==> src/rtl/core/cst_pkg.sv <==
// ============================================================================
// cst_pkg: shared types and codes for the compacting set table
// Request and result payloads, action and status codes, cell control group.
// ============================================================================
`default_nettype none

package cst_pkg;

  // Default sizing of the table.
  localparam int MAX_ENTRIES_DEF = 16;
  localparam int VALUE_BITS_DEF  = 16;

  // Fixed field widths of the request and result payloads.
  localparam int ACTION_W = 2;
  localparam int VALUE_W  = 16;
  localparam int COUNT_W  = 5;
  localparam int STATUS_W = 2;

  // Action codes.
  localparam logic [ACTION_W-1:0] ACT_QUERY  = 2'd0;
  localparam logic [ACTION_W-1:0] ACT_INSERT = 2'd1;
  localparam logic [ACTION_W-1:0] ACT_DELETE = 2'd2;
  localparam logic [ACTION_W-1:0] ACT_CLEAR  = 2'd3;

  // Status codes.
  localparam logic [STATUS_W-1:0] STAT_DONE      = 2'd0;
  localparam logic [STATUS_W-1:0] STAT_NO_CHANGE = 2'd1;
  localparam logic [STATUS_W-1:0] STAT_FULL      = 2'd2;

  typedef struct packed {
    logic [ACTION_W-1:0] action;
    logic [VALUE_W-1:0]  value;
  } cst_in_t;

  typedef struct packed {
    logic                was_member;
    logic [COUNT_W-1:0]  count;
    logic                is_empty;
    logic                is_full;
    logic [STATUS_W-1:0] status;
  } cst_out_t;

  // Control group broadcast from the sequencer to every cell.
  typedef struct packed {
    logic cmp_en;    // capture the per-cell match
    logic shift_en;  // delete: the matching cell and those past it take their neighbor's entry
    logic write_en;  // insert: the first free cell takes the value if absent
  } cst_cell_ctl_t;

endpackage

`default_nettype wire

==> src/rtl/core/compacting_set_table.sv <==
// ============================================================================
// compacting_set_table: packed set of distinct values with a count
// Query, insert, delete with compaction, and clear over a chain of cells.
// ============================================================================
//
//   channel   direction   payload     handshake
//   in_       request     cst_in_t    in_valid / in_stall
//   out_      result      cst_out_t   out_valid / out_stall
//
// Each request has a compare cycle in which every cell checks
// its entry, then an apply cycle in which the match prefix runs down the
// cell chain and entries shift or are written. A new request is taken
// while idle or in the apply cycle of the request before it.
// Reset clears the count and the control state; entries hold no reset.
// A stalled result holds the apply cycle until the output register frees.
// ============================================================================
`default_nettype none

module compacting_set_table #(
  parameter int MAX_ENTRIES = cst_pkg::MAX_ENTRIES_DEF,
  parameter int VALUE_BITS  = cst_pkg::VALUE_BITS_DEF
) (
  input  wire                    clk,
  input  wire                    rst_n,
  input  wire                    in_valid,
  output logic                   in_stall,
  input  wire cst_pkg::cst_in_t  in_data,
  output logic                   out_valid,
  input  wire                    out_stall,
  output cst_pkg::cst_out_t      out_data
);
  import cst_pkg::*;

  localparam int CNT_BITS = $clog2(MAX_ENTRIES + 1);

  typedef enum logic [2:0] {
    ST_IDLE  = 3'b001,
    ST_MATCH = 3'b010,
    ST_APPLY = 3'b100
  } state_t;

  state_t                state_r, state_nxt;
  logic [CNT_BITS-1:0]   count_r, count_nxt;
  logic [ACTION_W-1:0]   action_r;
  logic [VALUE_BITS-1:0] value_r;
  logic                  out_valid_r, out_valid_nxt;
  cst_out_t              out_data_r;
  cst_out_t              result;
  logic                  in_take;
  logic                  can_apply;
  logic                  do_apply;
  logic                  member;
  cst_cell_ctl_t         cell_ctl;

  logic [VALUE_BITS-1:0] entry_w  [MAX_ENTRIES];
  logic                  prefix_w [MAX_ENTRIES+1];

  // Handshake decisions.
  assign can_apply = !out_valid_r || !out_stall;
  assign do_apply  = (state_r == ST_APPLY) && can_apply;
  assign in_stall  = !((state_r == ST_IDLE) || do_apply);
  assign in_take   = in_valid && !in_stall;

  // Cell control broadcast.
  assign cell_ctl.cmp_en   = state_r == ST_MATCH;
  assign cell_ctl.shift_en = do_apply && (action_r == ACT_DELETE);
  assign cell_ctl.write_en = do_apply && (action_r == ACT_INSERT);

  // Chain of cells; the match prefix enters at slot zero.
  assign prefix_w[0] = 1'b0;

  for (genvar i = 0; i < MAX_ENTRIES; i++) begin : g_cell
    logic [VALUE_BITS-1:0] upper;
    if (i + 1 < MAX_ENTRIES) begin : g_mid
      assign upper = entry_w[i+1];
    end else begin : g_top
      assign upper = entry_w[i];
    end
    cst_cell #(
      .VALUE_BITS (VALUE_BITS),
      .CNT_BITS   (CNT_BITS),
      .CELL_IDX   (i)
    ) u_cell (
      .clk         (clk),
      .ctl         (cell_ctl),
      .count       (count_r),
      .value       (value_r),
      .upper_entry (upper),
      .prefix_in   (prefix_w[i]),
      .prefix_out  (prefix_w[i+1]),
      .entry       (entry_w[i])
    );
  end

  assign member = prefix_w[MAX_ENTRIES];

  // Count update and result for the request in its apply cycle.
  always_comb begin
    count_nxt       = count_r;
    result.status   = STAT_DONE;
    unique case (action_r)
      ACT_INSERT: begin
        if (member) begin
          result.status = STAT_NO_CHANGE;
        end else if (count_r == CNT_BITS'(MAX_ENTRIES)) begin
          result.status = STAT_FULL;
        end else begin
          count_nxt = count_r + CNT_BITS'(1);
        end
      end
      ACT_DELETE: begin
        if (!member) begin
          result.status = STAT_NO_CHANGE;
        end else begin
          count_nxt = count_r - CNT_BITS'(1);
        end
      end
      ACT_CLEAR: begin
        count_nxt = '0;
      end
      default: begin
      end
    endcase
    result.was_member = member;
    result.count      = COUNT_W'(count_nxt);
    result.is_empty   = count_nxt == '0;
    result.is_full    = count_nxt == CNT_BITS'(MAX_ENTRIES);
  end

  // Sequencer.
  always_comb begin
    state_nxt = state_r;
    unique case (state_r)
      ST_IDLE: begin
        if (in_take) state_nxt = ST_MATCH;
      end
      ST_MATCH: begin
        state_nxt = ST_APPLY;
      end
      ST_APPLY: begin
        if (do_apply) state_nxt = in_take ? ST_MATCH : ST_IDLE;
      end
      default: begin
        state_nxt = ST_IDLE;
      end
    endcase
  end

  // Output register valid.
  always_comb begin
    out_valid_nxt = out_valid_r;
    if (out_valid_r && !out_stall) out_valid_nxt = 1'b0;
    if (do_apply) out_valid_nxt = 1'b1;
  end

  always_ff @(posedge clk) begin
    if (!rst_n) begin
      state_r     <= ST_IDLE;
      count_r     <= '0;
      out_valid_r <= 1'b0;
    end else begin
      state_r     <= state_nxt;
      out_valid_r <= out_valid_nxt;
      if (do_apply) count_r <= count_nxt;
    end
  end

  // Request capture and result payload.
  always_ff @(posedge clk) begin
    if (in_take) begin
      action_r <= in_data.action;
      value_r  <= VALUE_BITS'(in_data.value);
    end
    if (do_apply) out_data_r <= result;
  end

  assign out_valid = out_valid_r;
  assign out_data  = out_data_r;

endmodule

`default_nettype wire

==> src/rtl/core/cst_cell.sv <==
// ============================================================================
// cst_cell: one slot of the compacting set table
// Holds one entry, compares it with the request value and passes the
// match prefix and its entry on to the neighboring cells.
// ============================================================================
`default_nettype none

module cst_cell #(
  parameter int VALUE_BITS = cst_pkg::VALUE_BITS_DEF,
  parameter int CNT_BITS   = 5,
  parameter int CELL_IDX   = 0
) (
  input  wire                       clk,
  input  wire cst_pkg::cst_cell_ctl_t ctl,
  input  wire [CNT_BITS-1:0]        count,
  input  wire [VALUE_BITS-1:0]      value,
  input  wire [VALUE_BITS-1:0]      upper_entry,
  input  wire                       prefix_in,
  output logic                      prefix_out,
  output logic [VALUE_BITS-1:0]     entry
);
  import cst_pkg::*;

  logic [VALUE_BITS-1:0] entry_r;
  logic [VALUE_BITS-1:0] entry_nxt;
  logic                  hit_r;
  logic                  hit_nxt;
  logic                  occupied;
  logic                  has_upper;
  logic                  is_free_slot;

  // Slot occupancy follows from the shared count.
  assign occupied     = count > CNT_BITS'(CELL_IDX);
  assign has_upper    = count > CNT_BITS'(CELL_IDX + 1);
  assign is_free_slot = count == CNT_BITS'(CELL_IDX);

  // A match at or below this cell marks it as part of the compaction run.
  assign prefix_out = prefix_in | hit_r;

  // Compare phase captures the match; apply phase shifts or writes.
  always_comb begin
    hit_nxt   = hit_r;
    entry_nxt = entry_r;
    if (ctl.cmp_en) begin
      hit_nxt = occupied && (entry_r == value);
    end
    if (ctl.shift_en && prefix_out && has_upper) begin
      entry_nxt = upper_entry;
    end
    // Below the first free slot no match means the value is absent.
    if (ctl.write_en && is_free_slot && !prefix_in) begin
      entry_nxt = value;
    end
  end

  always_ff @(posedge clk) begin
    hit_r   <= hit_nxt;
    entry_r <= entry_nxt;
  end

  assign entry = entry_r;

endmodule

`default_nettype wire

==> config.mk <==
export PLATFORM = sky130hd
export DESIGN_NAME = compacting_set_table
export DESIGN_NICKNAME = d
export VERILOG_FILES = /design/src/rtl/core/cst_pkg.sv /design/src/rtl/core/compacting_set_table.sv /design/src/rtl/core/cst_cell.sv
export SDC_FILE = /design/constraint.sdc
export NUM_CORES = 1
export LEC_CHECK = 0
export ABC_AREA = 1
export CELL_PAD_IN_SITES_DETAIL_PLACEMENT = 1
export CELL_PAD_IN_SITES_GLOBAL_PLACEMENT = 2
export CORE_MARGIN = 4
export CORE_UTILIZATION = 35
export CTS_CLUSTER_SIZE = 8
export DETAILED_ROUTE_END_ITERATION = 10
export DONT_BUFFER_PORTS = 1
export PLACE_DENSITY = 0.74
export RECOVER_POWER = 100
export SLEW_MARGIN = 5
export SYNTH_ARGS = -nofsm -noshare
export SYNTH_HDL_FRONTEND = slang
export SYNTH_SLANG_ARGS = --single-unit
==> constraint.sdc <==
create_clock -name clk -period 4.18 [get_ports clk]
set_input_delay 0.418 -clock clk [delete_from_list [all_inputs] [get_ports clk]]
set_output_delay 0.418 -clock clk [all_outputs]
set_load 0.03 [all_outputs]
==> results.ini <==
[layout]
drive_gt1_share_pct = 9.25
fin_area_um2 = 18200
layout.nets = 1647
syn2layout_area_growth_pct = 13.9
layout.cells.non_filler = 2233

[timing]
rsz0062_at_grt = no
finalSetupTns_ns = 0
fmax_mhz = 280
finalCritPeriodShare_pct = 85.3
drv_slew = 103
finClkSkew_ns = 0.0233
worstMarginPinSlew_ns = 1.88
final_hold_viol_count = 0
timing.hold.ws_ns = 0.0548
layout_min_cycle_time_ns = 3.57
setup_viol = 0
slew_headroom_pct = -25.1

[yosys]
synth_edf_count = 300
synth_nets = 1618
synth_top_cells_by_area = edfxtp_1 56%, o21ai_0 8.4%, nand2_1 8.1%
yosys.area.top_type = edfxtp_1
synth_cells = 1591
yosysSeqAreaShare_pct = 57.5
yosys_warnings = 0
syn_avg_cell_area_um2 = 10.1
synth_seq_cells = 309
synth.cell_area_um2 = 16000
ys.flop_type = edfxtp_1
ys_types = 45
netlist.area_leader.share_pct = 56.3
ys_async_sr_fraction_pct = 0

[routing]
wl_per_cell_um = 24.8
drt_iter0_drc = 1158
routed_wl_mm = 55.4
via_per_inst = 5.52
route.detailed.drc = 0
vias = 12300
dr.pass1.iters = 5
drtAntennaViolNets = 0

[power]
total_power_mw = 7.44
vdd_drop_max_mv = 0.318
total_leakage_power_nw = 6.60
powerDensity_nw_per_um2 = 408

[floorplan]
die_h_um = 222
initial_core_util_pct = 35.3
rows = 78
core-area_um2 = 45300
ioPinCount = 34
fp.dieW_um = 222
dieArea_um2 = 49200

[placement]
place_area_um2 = 16900
dp_cells = 2154
place_congestion = 0.899
dp_hpwl_mm = 38.2
port_buffers = 0

[worst_setup_path]
cp_common_cell = clkbuf_1
critPathLaunchType = register
path_cells = clkbuf_1 -> inv_1 -> a22o_1 -> nor2_1 -> nand3_1 -> nor4_1 -> clkbuf_1 -> and2_1
cp_max_fo = 14
cp_slowest_cell = clkbuf_1
crit_buf_inv = 3
end_kind = register
crit_family = buffers and inverters
ff2ff_path_depth = 8
arrival_ns = 4.00
critPathKind = register to register
cp_slowest_stage_delay_ns = 0.91
crit_cells = 8
crit_required_ns = 4.61

[clock_tree]
cts_sinks = 309
htreeDepth = 2
cts-root-buf = clkbuf_16
cts_tree = done
insertion_delay_ns = 0.58
cts_made_buffers = 45
cts_max_path_buffers = 3
clk_transition_reported_paths_ns = 0.05
postCtsSetupRepairBufs = 0

[grt]
grt_pass1_vias = 13000
antenna_found_initial = 2
grt_use_total_pct = 22.2
grt_first_pass_wirelength_mm = 82.9
grt_max_degree = 34
grt-ovfl-total = 0

[hold_path]
holdPathStages = 2
hp-class = input port to register

[job]
maxCapViolCount = 7

[run_status]
violations = capacitance limit, slew limit
outcome = complete, but fails checks

## metrics by stage
step	utilization (%)	setup slack, ns
6_report	40.2	0.615
5_1_grt	40.2	0.438
4_1_cts	40.6	1.08
3_5_place_dp	37.4	1.09
3_3_place_gp	37.4	1.19
2_1_floorplan	-	0.449
## power by group
part	switching (mW)	internal, mW	leakage, nW	total, mW
clock network	1.36	2.01	0.608	3.36
logic	0.456	0.187	3.20	0.643
registers	0.0380	3.39	2.79	3.43
## synthesized netlist by cell type (all sizes together), types with 10 or more instances
master  instances
edfxtp        300
a22o           10
clkbuf         92
buf            20
xor2           68
a221oi         16
nor4           22
nand4          35
xnor2          97
nor3           18
nand3          49
nand2         343
or2            25
o21ai         274
inv            69
o22ai          21
nor2           72
## worst reg2reg max path, cell delays in order, from the launching register on
cell and delay [ns]:
edfxtp_1 0.31, clkbuf_1 0.91, inv_1 0.70, a22o_1 0.36
nor2_1 0.13, nand3_1 0.12, nor4_1 0.39, clkbuf_1 0.31
and2_1 0.18
## timing repair
item	4_1_cts	5_1_grt
endpoints found under the hold margin	23	0
hold buffers	19	0
resized for setup	0	0
## metal layers
| layer | vias up | global-route usage, % | share of wire (%) |
|---|---|---|---|
| met5 | - | 0 | 0 |
| met1 | 6206 | 30.4 | 44 |
| li1 | 5637 | - | - |
| met3 | 123 | 3.31 | 5.3 |
| met2 | 360 | 35.9 | 46 |
| met4 | 0 | 8.50 | 4.0 |
## area by class of cell
cell class                 instances  area (um2)
clock buffer                      54        1170
tap                              600         751
clock inverter                     5        76.3
sequential                       309        9190
multi-input combinational       1096        6060
timing repair buffer              94         679
fill                            5009       27100
inverter                          74         278
antenna                            1        2.50
## final timing paths
kind	slack (ns)	end	from
setup / recovery	0.61	g_cell[15].u_cell.hit_r$_DFFE_PP_	value_r[8]$_DFFE_PP_
hold / removal	0.05	state_r[1]$_SDFFE_PN0P_	in_valid
setup reg to reg	0.61	g_cell[15].u_cell.hit_r$_DFFE_PP_	value_r[8]$_DFFE_PP_
hold reg to reg	0.57	g_cell[15].u_cell.entry[14]$_DFFE_PP_	value_r[14]$_DFFE_PP_
## sequential cells by signal, indices dropped and copies added, names as in the netlist
signal and count:
action_r 2, count_r 5, g_cell.u_cell.entry 256, g_cell.u_cell.hit_r 16, out_data 10, out_valid 1, state_r 3, value_r 16
## cells in the final DEF, fill, tap and decap left out, types with 18 or more instances in the layout
cell             n
nand2_1        343
edfxtp_1       300
o21ai_0        274
xnor2_1         97
xor2_1          68
nor2_1          66
inv_1           65
nand3_1         49
buf_4           49
clkbuf_16       45
nand4_1         33
clkbuf_1        27
or2_2           25
nor4_1          22
o22ai_1         21
dlygate4sd3_1   19
nor3_1          18
## kinds of logic after synthesis
logic type / after synthesis / synth area share, %
buf+inv: 186 / 4.51
xor+xnor: 165 / 9.04
flops: 309 / 57.5
fa+ha+maj: 5 / 0.391
simple gates: 574 / 16.3
compound gates: 352 / 12.3
Power figures use the tool's default switching activity.
